`config.mk`:
```
export PLATFORM = sky130hd
export DESIGN_NAME = rfid_frame_crc_id_extract_core
export DESIGN_NICKNAME = d
export VERILOG_FILES = /design/src/design/rfce_pkg.sv /design/src/design/rfid_frame_crc_id_extract_core.sv /design/src/design/rfce_in_stage.sv /design/src/design/rfce_frame_proc.sv /design/src/design/rfce_out_stage.sv
export SDC_FILE = /design/constraint.sdc
export NUM_CORES = 1
export LEC_CHECK = 0
export BUFFER_PORTS_ARGS = -buffer_cell sky130_fd_sc_hd__buf_2
export CAP_MARGIN = 20
export CORE_AREA = 10 10 152 154
export DETAILED_ROUTE_END_ITERATION = 16
export DIE_AREA = 0 0 162 164
export PLACE_DENSITY = 0.53
export SYNTH_ARGS = -nofsm -noshare
export SYNTH_HDL_FRONTEND = slang
export SYNTH_SLANG_ARGS = --single-unit
```
`constraint.sdc`:
```
create_clock -name aclk -period 6.1 [get_ports aclk]
set_input_delay 0 -clock aclk [delete_from_list [all_inputs] [get_ports aclk]]
set_output_delay 0 -clock aclk [all_outputs]
set_load 0.01 [all_outputs]
```
`src/design/rfce_pkg.sv`:
```
package rfce_pkg;

    localparam int FRAME_LEN = 9;
    localparam int CNT_W     = 7;

    typedef logic [CNT_W-1:0] cnt_t;

    localparam cnt_t ID_FIRST_IDX = cnt_t'(3);
    localparam cnt_t ID_LAST_IDX  = cnt_t'(6);
    localparam cnt_t CRC_LAST_IDX = cnt_t'(FRAME_LEN - 3);
    localparam cnt_t RX_LOW_IDX   = cnt_t'(FRAME_LEN - 2);
    localparam cnt_t FINAL_IDX    = cnt_t'(FRAME_LEN - 1);
    localparam int   ID_BYTES     = 4;

    localparam logic [15:0] CRC_INIT = 16'hFFFF;
    localparam logic [15:0] CRC_POLY = 16'hA001;
    localparam logic [31:0] ID_FAIL  = 32'hFFFF_FFFF;

    typedef struct packed {
        logic [7:0] data_byte;
        logic       frame_start;
    } item_t;

    typedef struct packed {
        logic [31:0] card_id;
        logic        crc_ok;
        logic [15:0] crc_computed;
    } result_t;

    // Reflected CRC-16/MODBUS, one byte, bit loop unrolled.
    function automatic logic [15:0] crc16_byte(input logic [15:0] crc_in,
                                               input logic [7:0]  b);
        logic [15:0] c;
        c = crc_in ^ {8'h00, b};
        for (int k = 0; k < 8; k++) begin
            if (c[0]) begin
                c = (c >> 1) ^ CRC_POLY;
            end else begin
                c = c >> 1;
            end
        end
        return c;
    endfunction

    function automatic logic [7:0] nibble_swap(input logic [7:0] b);
        return {b[3:0], b[7:4]};
    endfunction

endpackage

```
`src/design/rfid_frame_crc_id_extract_core.sv`:
```
// Bytes go to the input register; a final byte's result then loads the result register.
// Throughput: one byte per cycle, but a final byte stalls only while the result
// register holds an untaken result; the CRC byte step is a single pass of XOR logic.
// Reset: synchronous, active-low aresetn; frame idle, CRC at 0xFFFF, both stages empty.
module rfid_frame_crc_id_extract_core
    import rfce_pkg::*;
(
    input  logic        aclk,
    input  logic        aresetn,
    input  logic        s_valid,
    output logic        s_ready,
    input  logic [7:0]  s_data_byte,
    input  logic        s_frame_start,
    output logic        m_valid,
    input  logic        m_ready,
    output logic [31:0] m_card_id,
    output logic        m_crc_ok,
    output logic [15:0] m_crc_computed
);

    logic    advance;
    logic    item_valid;
    item_t   item;
    logic    out_free;
    logic    res_valid;
    result_t res;

    rfce_in_stage u_in (
        .aclk          (aclk),
        .aresetn       (aresetn),
        .s_valid       (s_valid),
        .s_ready       (s_ready),
        .s_data_byte   (s_data_byte),
        .s_frame_start (s_frame_start),
        .advance       (advance),
        .item_valid    (item_valid),
        .item          (item)
    );

    rfce_frame_proc u_proc (
        .aclk       (aclk),
        .aresetn    (aresetn),
        .item_valid (item_valid),
        .item       (item),
        .out_free   (out_free),
        .advance    (advance),
        .res_valid  (res_valid),
        .res        (res)
    );

    rfce_out_stage u_out (
        .aclk           (aclk),
        .aresetn        (aresetn),
        .load           (res_valid),
        .res            (res),
        .out_free       (out_free),
        .m_valid        (m_valid),
        .m_ready        (m_ready),
        .m_card_id      (m_card_id),
        .m_crc_ok       (m_crc_ok),
        .m_crc_computed (m_crc_computed)
    );

endmodule

```
`src/design/rfce_in_stage.sv`:
```
module rfce_in_stage
    import rfce_pkg::*;
(
    input  logic       aclk,
    input  logic       aresetn,
    input  logic       s_valid,
    output logic       s_ready,
    input  logic [7:0] s_data_byte,
    input  logic       s_frame_start,
    input  logic       advance,
    output logic       item_valid,
    output item_t      item
);

    logic  valid_reg;
    logic  valid_next;
    item_t item_reg;

    assign s_ready    = !valid_reg || advance;
    assign valid_next = s_ready ? s_valid : valid_reg;

    always_ff @(posedge aclk) begin
        if (!aresetn) begin
            valid_reg <= 1'b0;
        end else begin
            valid_reg <= valid_next;
        end
    end

    always_ff @(posedge aclk) begin
        if (s_valid && s_ready) begin
            item_reg.data_byte   <= s_data_byte;
            item_reg.frame_start <= s_frame_start;
        end
    end

    assign item_valid = valid_reg;
    assign item       = item_reg;

endmodule

```
`src/design/rfce_frame_proc.sv`:
```
module rfce_frame_proc
    import rfce_pkg::*;
(
    input  logic    aclk,
    input  logic    aresetn,
    input  logic    item_valid,
    input  item_t   item,
    input  logic    out_free,
    output logic    advance,
    output logic    res_valid,
    output result_t res
);

    logic [15:0] crc_reg,      crc_next;
    cnt_t        byte_cnt_reg, byte_cnt_next;
    logic [31:0] id_reg,       id_next;
    logic [7:0]  rx_low_reg,   rx_low_next;
    logic        active_reg,   active_next;

    logic [15:0] crc_base;
    cnt_t        idx;
    logic [31:0] id_base;
    logic [7:0]  rx_low_base;
    logic        take;
    logic        is_final;
    logic [7:0]  swapped;

    always_comb begin
        take        = item.frame_start || active_reg;
        crc_base    = item.frame_start ? CRC_INIT : crc_reg;
        idx         = item.frame_start ? '0 : byte_cnt_reg;
        id_base     = item.frame_start ? '0 : id_reg;
        rx_low_base = item.frame_start ? '0 : rx_low_reg;
        swapped     = nibble_swap(item.data_byte);
        is_final    = take && (idx == FINAL_IDX);

        crc_next = (idx <= CRC_LAST_IDX) ? crc16_byte(crc_base, item.data_byte) : crc_base;

        id_next = id_base;
        for (int k = 0; k < ID_BYTES; k++) begin
            if (idx == ID_FIRST_IDX + cnt_t'(k)) begin
                id_next[k*8 +: 8] = id_base[k*8 +: 8] | swapped;
            end
        end

        rx_low_next = (idx == RX_LOW_IDX) ? item.data_byte : rx_low_base;

        if (is_final) begin
            byte_cnt_next = '0;
            active_next   = 1'b0;
        end else begin
            byte_cnt_next = idx + cnt_t'(1);
            active_next   = 1'b1;
        end

        res.crc_computed = crc_next;
        res.crc_ok       = ({item.data_byte, rx_low_base} == crc_next);
        res.card_id      = res.crc_ok ? id_next : ID_FAIL;
    end

    // A final byte waits for room in the result register; others never stall.
    assign advance   = item_valid && (out_free || !is_final);
    assign res_valid = item_valid && is_final && out_free;

    always_ff @(posedge aclk) begin
        if (!aresetn) begin
            crc_reg      <= CRC_INIT;
            byte_cnt_reg <= '0;
            id_reg       <= '0;
            rx_low_reg   <= '0;
            active_reg   <= 1'b0;
        end else if (advance && take) begin
            crc_reg      <= crc_next;
            byte_cnt_reg <= byte_cnt_next;
            id_reg       <= id_next;
            rx_low_reg   <= rx_low_next;
            active_reg   <= active_next;
        end
    end

    a_cnt_range: assert property (@(posedge aclk) disable iff (!aresetn)
        byte_cnt_reg <= FINAL_IDX)
        else $error("byte count past frame end");

    a_idle_cnt: assert property (@(posedge aclk) disable iff (!aresetn)
        !active_reg |-> byte_cnt_reg == '0)
        else $error("byte count nonzero while idle");

    a_final_idle: assert property (@(posedge aclk) disable iff (!aresetn)
        res_valid |=> !active_reg && byte_cnt_reg == '0)
        else $error("frame still active after result");

    a_no_stray: assert property (@(posedge aclk) disable iff (!aresetn)
        res_valid |-> (active_reg || item.frame_start))
        else $error("result from idle byte");

endmodule

```
`src/design/rfce_out_stage.sv`:
```
module rfce_out_stage
    import rfce_pkg::*;
(
    input  logic        aclk,
    input  logic        aresetn,
    input  logic        load,
    input  result_t     res,
    output logic        out_free,
    output logic        m_valid,
    input  logic        m_ready,
    output logic [31:0] m_card_id,
    output logic        m_crc_ok,
    output logic [15:0] m_crc_computed
);

    logic    valid_reg;
    logic    valid_next;
    result_t res_reg;

    assign out_free   = !valid_reg || m_ready;
    assign valid_next = load ? 1'b1 : (m_ready ? 1'b0 : valid_reg);

    always_ff @(posedge aclk) begin
        if (!aresetn) begin
            valid_reg <= 1'b0;
        end else begin
            valid_reg <= valid_next;
        end
    end

    always_ff @(posedge aclk) begin
        if (load) begin
            res_reg <= res;
        end
    end

    assign m_valid        = valid_reg;
    assign m_card_id      = res_reg.card_id;
    assign m_crc_ok       = res_reg.crc_ok;
    assign m_crc_computed = res_reg.crc_computed;

endmodule
```
Word level (Yosys, flattened, before mapping)
Index checks and enable logic that the tools add are counted.
{ "word_totals": {"register_bits": 124, "out_inout_bits": 51, "word_cells": 70} }
{ "op_classes": {"add_sub_neg": 1, "eq_ne": 7, "n_reduce_logical": 14, "order_cmp": 1, "bitwise_logic": 13, "mux": 22} }
{ "op_table": {"columns": ["op", "count"], "rows": [
  ["$mux W16", 10],
  ["$mux W8", 6],
  ["$mux W32", 1],
  ["$or A8 B8 Y8", 4],
  ["$eq A7 B3 Y1 const B", 4],
  ["$not A2 Y3", 8],
  ["$eq A16 B16 Y1", 1],
  ["$xor A16 B8 Y16", 1],
  ["$mux W7", 2],
  ["$add A7 B1 Y7 const B", 1],
  ["$eq A7 B2 Y1 const B", 1],
  ["$eq A7 B4 Y1 const B", 1],
  ["$le A7 B3 Y1 const B", 1],
  ["$logic_and A1 B1 Y1", 6],
  ["$logic_or A1 B1 Y1", 4],
  ["$logic_not A1 Y1", 3],
  ["$mux W1", 3],
  ["$reduce_bool A2 Y1", 1]
]} }

Longest topological paths before layout
{ "depth": {"depth_word": 20, "depth_mapped": 18, "ltp_nobuf": 12} }

Hierarchy
A second synthesis with hierarchy kept.
{ "unflattened": {"cells_unflattened": 596, "area_unflattened_um2": 6398.6} }
{ "modules_own_cells": {"columns": ["module", "cells_each", "area_each_um2", "seq_area_each_um2", "instances"], "rows": [
  ["rfce_frame_proc", 529, 4550.6, 1281.2, 1],
  ["rfce_out_stage", 53, 1520.2, 1491.4, 1],
  ["rfce_in_stage", 14, 327.8, 290.3, 1]
]} }

Least setup slack after synthesis
OpenSTA, ideal clock, no wires.
{ "synth_path": {"path_kind": "register -> register", "from": "register u_in.item_reg (netlist bit u_in.item[0])", "to": "register u_out.res_reg (netlist bit u_out.m_card_id[0]) (enable)", "arrival_time_ns": 4.330, "required_ns": 5.644, "setup_slack_ns": 1.314, "path_stages_with_launch": 13, "n_path_buf": 5, "path_cell_list": "edfxtp_1 clkbuf_1 clkinv_1 clkbuf_1 clkbuf_1 buf_1 nand2_1 ha_1 nand3_1 nor4_1 clkbuf_1 nand2_1 nor2_1"} }
{ "synth_via": {"elab_chain_len": 5} }
{ "synth_rtl": {"columns": ["item", "line_no", "rtl"], "rows": [
  ["start: declaration", "rfce_in_stage.sv:17", "item_t item_reg;"],
  ["$mux W7", "rfce_frame_proc.sv:31", "idx = item.frame_start ? '0 : byte_cnt_reg;"],
  ["$eq A7 B4 Y1", "rfce_frame_proc.sv:35", "is_final = take && (idx == FINAL_IDX);"],
  ["$logic_and A1 B1 Y1 (*)", "rfce_frame_proc.sv:35", null],
  ["$logic_and A1 B1 Y1 (*) (2 in a row)", "rfce_frame_proc.sv:63", "assign res_valid = item_valid && is_final && out_free;"],
  ["net res_valid", "rfid_frame_crc_id_extract_core.sv:25", "logic res_valid;"],
  ["end signal: assignment", "rfce_out_stage.sv:33", "res_reg <= res;"],
  ["end: declaration", "rfce_out_stage.sv:18", "result_t res_reg;"]
]} }
The timed path passes the listed nets; every way through them passes the cells marked *.
A chain may end at the register's enable or synchronous reset.

Worst setup path after layout
{ "layout_path": {"from": "register u_in.item_reg (netlist bit u_in.item[0])", "to": "register u_out.res_reg (netlist bit u_out.m_card_id[16]), data pin"} }
{ "layout_via": {"elab_chain_len": 14} }
{ "layout_rtl": {"columns": ["item", "line_no", "rtl"], "rows": [
  ["$mux W16", "rfce_frame_proc.sv:30", "crc_base = item.frame_start ? CRC_INIT : crc_reg;"],
  ["$xor A16 B8 Y16", "rfce_pkg.sv:34", "c = crc_in ^ {8'h00, b};"],
  ["$mux W16 or $not A2 Y3 (tied branches) (3 in a row)", null, null],
  ["$not A2 Y3 (no line) or $mux W16 (tied branches)", null, null],
  ["$mux W16 or $not A2 Y3 (tied branches) (3 in a row)", null, null],
  ["$not A2 Y3 (no line) or $mux W16 (tied branches)", null, null],
  ["$mux W16 or $not A2 Y3 (tied branches)", null, null],
  ["$mux W16", "rfce_pkg.sv:36", "if (c[0]) begin"],
  ["$mux W16", "rfce_frame_proc.sv:37", "crc_next = (idx <= CRC_LAST_IDX) ? crc16_byte(crc_base, item.data_byte) : crc_base;"],
  ["$eq A16 B16 Y1", "rfce_frame_proc.sv:57", "res.crc_ok = ({item.data_byte, rx_low_base} == crc_next);"]
]} }
Parallel ways exist; a longest one is shown, timed or not.

==> flow_metrics.py <==
metrics = {
    "logic_synthesis": {
        "seq_area_frac_synth_pct": 51.82,
        "synth_enable_flop_cells": 58,
        "postSynthRegisterBits": 124,
        "postSynth.topFlopCell": "dfxtp_1",
        "synth.mux.area_fraction_pct": 1.207,
        "yosys.area.top_type_share_pct": 29.47,
        "synth_adder_area_share_pct": 0.8467,
        "ys_top_cells_by_area": "edfxtp_1 29%, dfxtp_1 22%, a22oi_1 9.1%",
        "largest_family_of_logic_cells_by_synthesized_area": "simple AND/OR/NAND/NOR gates",
        "synth_compound_gate_area_share_pct": 16.07,
        "synth_simple_gate_area_share_pct": 17.25,
        "ys_warn_count": 0,
        "synth_area_per_cell_um2": 10.10,
        "postSynthNetCount": 602,
        "syn-instance-count": 585,
        "synthArstFlopShare_pct": 0,
        "yosys.area.top_type": "edfxtp_1",
        "synthesis.area_um2": 5911,
        "synthXorXnorAreaFrac_pct": 7.832,
        "synthDistinctLibCells": 55,
    },
    "outcome": {
        "run_status": "finished clean",
    },
    "routing": {
        "drt-wirelength-per-cell_um": 17.80,
        "total_vias_in_the_final_route": 4662,
        "drt_pass1_iterations": 5,
        "drc": 0,
        "drt-vias-per-instance": 5.090,
        "route.final.wire_length_um": 16300,
        "final_antenna_net_count": 0,
        "drtIter0Drc": 322,
    },
    "placed_design": {
        "numPlacedInstances": 871,
        "place.gp.congestion": 0.9056,
        "placement.io_buffers": 63,
        "place.detailed.hpwl_um": 10890,
    },
    "clock_tree": {
        "cts_tree": "built",
        "clock-sinks": 124,
        "h-tree-depth": 4,
        "max_root_sink_buffers": 2,
        "worstSkewPairLatency_ns": 0.42,
        "cts-root-buf": "clkbuf_16",
        "cts_buffers": 17,
        "cts_post_setup_buffers_inserted": 0,
        "worst_setup_hold_path_clk_slew_ns": 0.06,
    },
    "sta": {
        "timing.max_slew.rel_slack_pct": 38.91,
        "final-hold-violation-count": 0,
        "fmax_ghz": 0.2551,
        "final_max_slew_viol_count": 0,
        "fin_worst_skew_ns": 0.008680,
        "setup_viol_count_final": 0,
        "finalSetupTns_ns": 0,
        "period_needed_ns": 3.920,
        "holdWs_ns": 0.03398,
        "timing.final.crit_share_pct": 64.27,
        "grt_setup_unrepaired": "false",
        "tightest_slew_ns": 0.9120,
    },
    "finish": {
        "mostFrequentLayoutCells": "72 x a22oi_1, 66 x dfxtp_1, 63 x buf_2",
        "num_antenna_cells": 0,
        "fill_cells": 2051,
        "final-instance-count-excl-fill": 916,
        "layout.nets": 650,
        "post_route_cells_drive_above_1_share_pct": 17.96,
        "mostFrequentLayoutCell": "a22oi_1",
        "final_core_util_pct": 35.59,
        "layout-area-overhead-vs-synth_pct": 20.66,
    },
    "flow_run": {
        "maxCapViolCount": 0,
    },
    "floorplanning": {
        "core_um2": 20040,
        "initial_utilization_pct": 29.50,
        "die_h_um": 164,
        "dieArea_um2": 26570,
        "die_x_um": 162,
        "floorplan.io_pins": 64,
        "rows": 52,
    },
    "global_routing": {
        "grt_max_degree": 51,
        "gr-usage-all-layers_pct": 12.44,
        "antenna_violations_before_repair": 0,
        "first_global_vias": 4633,
        "grt_first_pass_wirelength_um": 25980,
        "gr-total-overflow": 0,
    },
    "worst_hold_path": {
        "min_path_type": "in2reg",
    },
    "worst_setup_path": {
        "reg2reg_setup_slack_ns": 2.18,
        "criticalPathCategory": "reg2reg",
        "worst-endpoint-arrival_ns": 4.07,
        "timing.critical_path.required_ns": 6.25,
        "worstSetupStartpointType": "flop",
        "crit_path_end_kind": "flop",
        "crit_path_max_fanout": 33,
    },
    "power_and_ir_drop": {
        "ir_worst_vdd_mv": 0.1359,
        "report.power.total_w": 0.002235,
        "power_per_cell_area_nw_per_um2": 313.3,
        "p_leak_nw": 2.701,
    },
}
layout make-up:
type | count | area, µm² | area share [%]
repair buffers | 86 | 555.5 | 7.789
well taps | 270 | 337.8 | 4.737
inverters | 11 | 41.29 | 0.5789
clock buffers | 21 | 440.4 | 6.175
flip-flops and latches | 124 | 3063 | 42.95
clock inverters | 11 | 121.4 | 1.702
multi-input cells | 393 | 2572 | 36.07
worst max-delay path: stages (launching register included):
cell,delay (ns)
edfxtp_1,0.32
buf_4,0.30
clkinv_1,0.15
buf_4,0.22
nand2_1,0.13
ha_1,0.19
and3b_2,0.26
nor2_4,0.27
mux2i_1,0.37
xnor2_1,0.16
a2111oi_4,0.35
nand4_2,0.16
nor4_4,0.22
buf_4,0.36
nand4_1,0.16
through the flow:
stage / setup WS (ns) / cell area (µm²)
finish: 2.180 / 7132
global route: 1.798 / 7132
CTS: 2.146 / 7077
detailed placement: 2.158 / 6405
global placement: 2.296 / 6405
floorplan: 1.314 / 5911
where the power goes:
part / switching [W] / internal [W] / total [W]
logic: 0.000218 / 0.000127 / 0.000345
clock network: 0.000367 / 0.000598 / 0.000966
registers: 0.0000367 / 0.000887 / 0.000924
what timing repair did:
| action | 4_1_cts | 5_1_grt |
|---|---|---|
| hold endpoints to repair | 25 | 0 |
| gates resized for setup | 0 | 0 |
| hold buffers | 11 | 0 |
cells in the mapped netlist, types with 2 or more instances:
cell and n:
a41oi_1 2, nor4_1 2, nand4_1 32, nor3b_1 2, edfxtp_1 58, clkbuf_1 49, a21oi_1 20, xnor3_1 5
a21o_1 2, clkinv_1 2, or3_1 2, o211ai_1 4, nor2_1 62, o21ai_0 11, nand3b_1 4, inv_1 9
nand2_1 48, xnor2_1 27, and2_1 6, ha_1 4, o21ai_1 6, nor2b_1 3, xor2_1 13, a22oi_1 72
nand3_1 21, mux2i_1 6, buf_1 2, a311oi_1 2, dfxtp_1 66, and3_1 7, nor3_1 8, buf_6 5
per-layer routing:
layer / share of wire, % / GRT usage [%] / routed length (µm) / up-vias
li1: - / - / - / 2246
met1: 45 / 15.52 / 7257 / 2261
met2: 47 / 19.58 / 7727 / 130
met3: 5.5 / 3.004 / 903 / 25
met4: 2.5 / 6.534 / 415 / 0
met5: 0 / 0 / 0 / -
worst paths after layout:
path,from,end,depth (start not counted)
hold / removal,m_ready,u_out.m_valid$_SDFFE_PN0P_,4
hold reg to reg,u_proc.crc_reg[14]$_SDFFE_PN1P_,u_proc.crc_reg[14]$_SDFFE_PN1P_,2
setup reg to reg,u_in.item[0]$_DFFE_PP_,u_out.m_card_id[16]$_SDFFCE_PP1P_,14
setup / recovery,u_in.item[0]$_DFFE_PP_,u_out.m_card_id[16]$_SDFFCE_PP1P_,14
logic make-up (layout without fill, tap and decap cells):
kind of cell / Yosys count / after routing
flops: 124 / 124
buf+inv: 68 / 129
compound gates: 132 / 132
simple gates: 205 / 205
xor+xnor: 45 / 45
fa+ha+maj: 4 / 4
mux: 7 / 7
No activity file was read; power rests on OpenSTA's default activity.
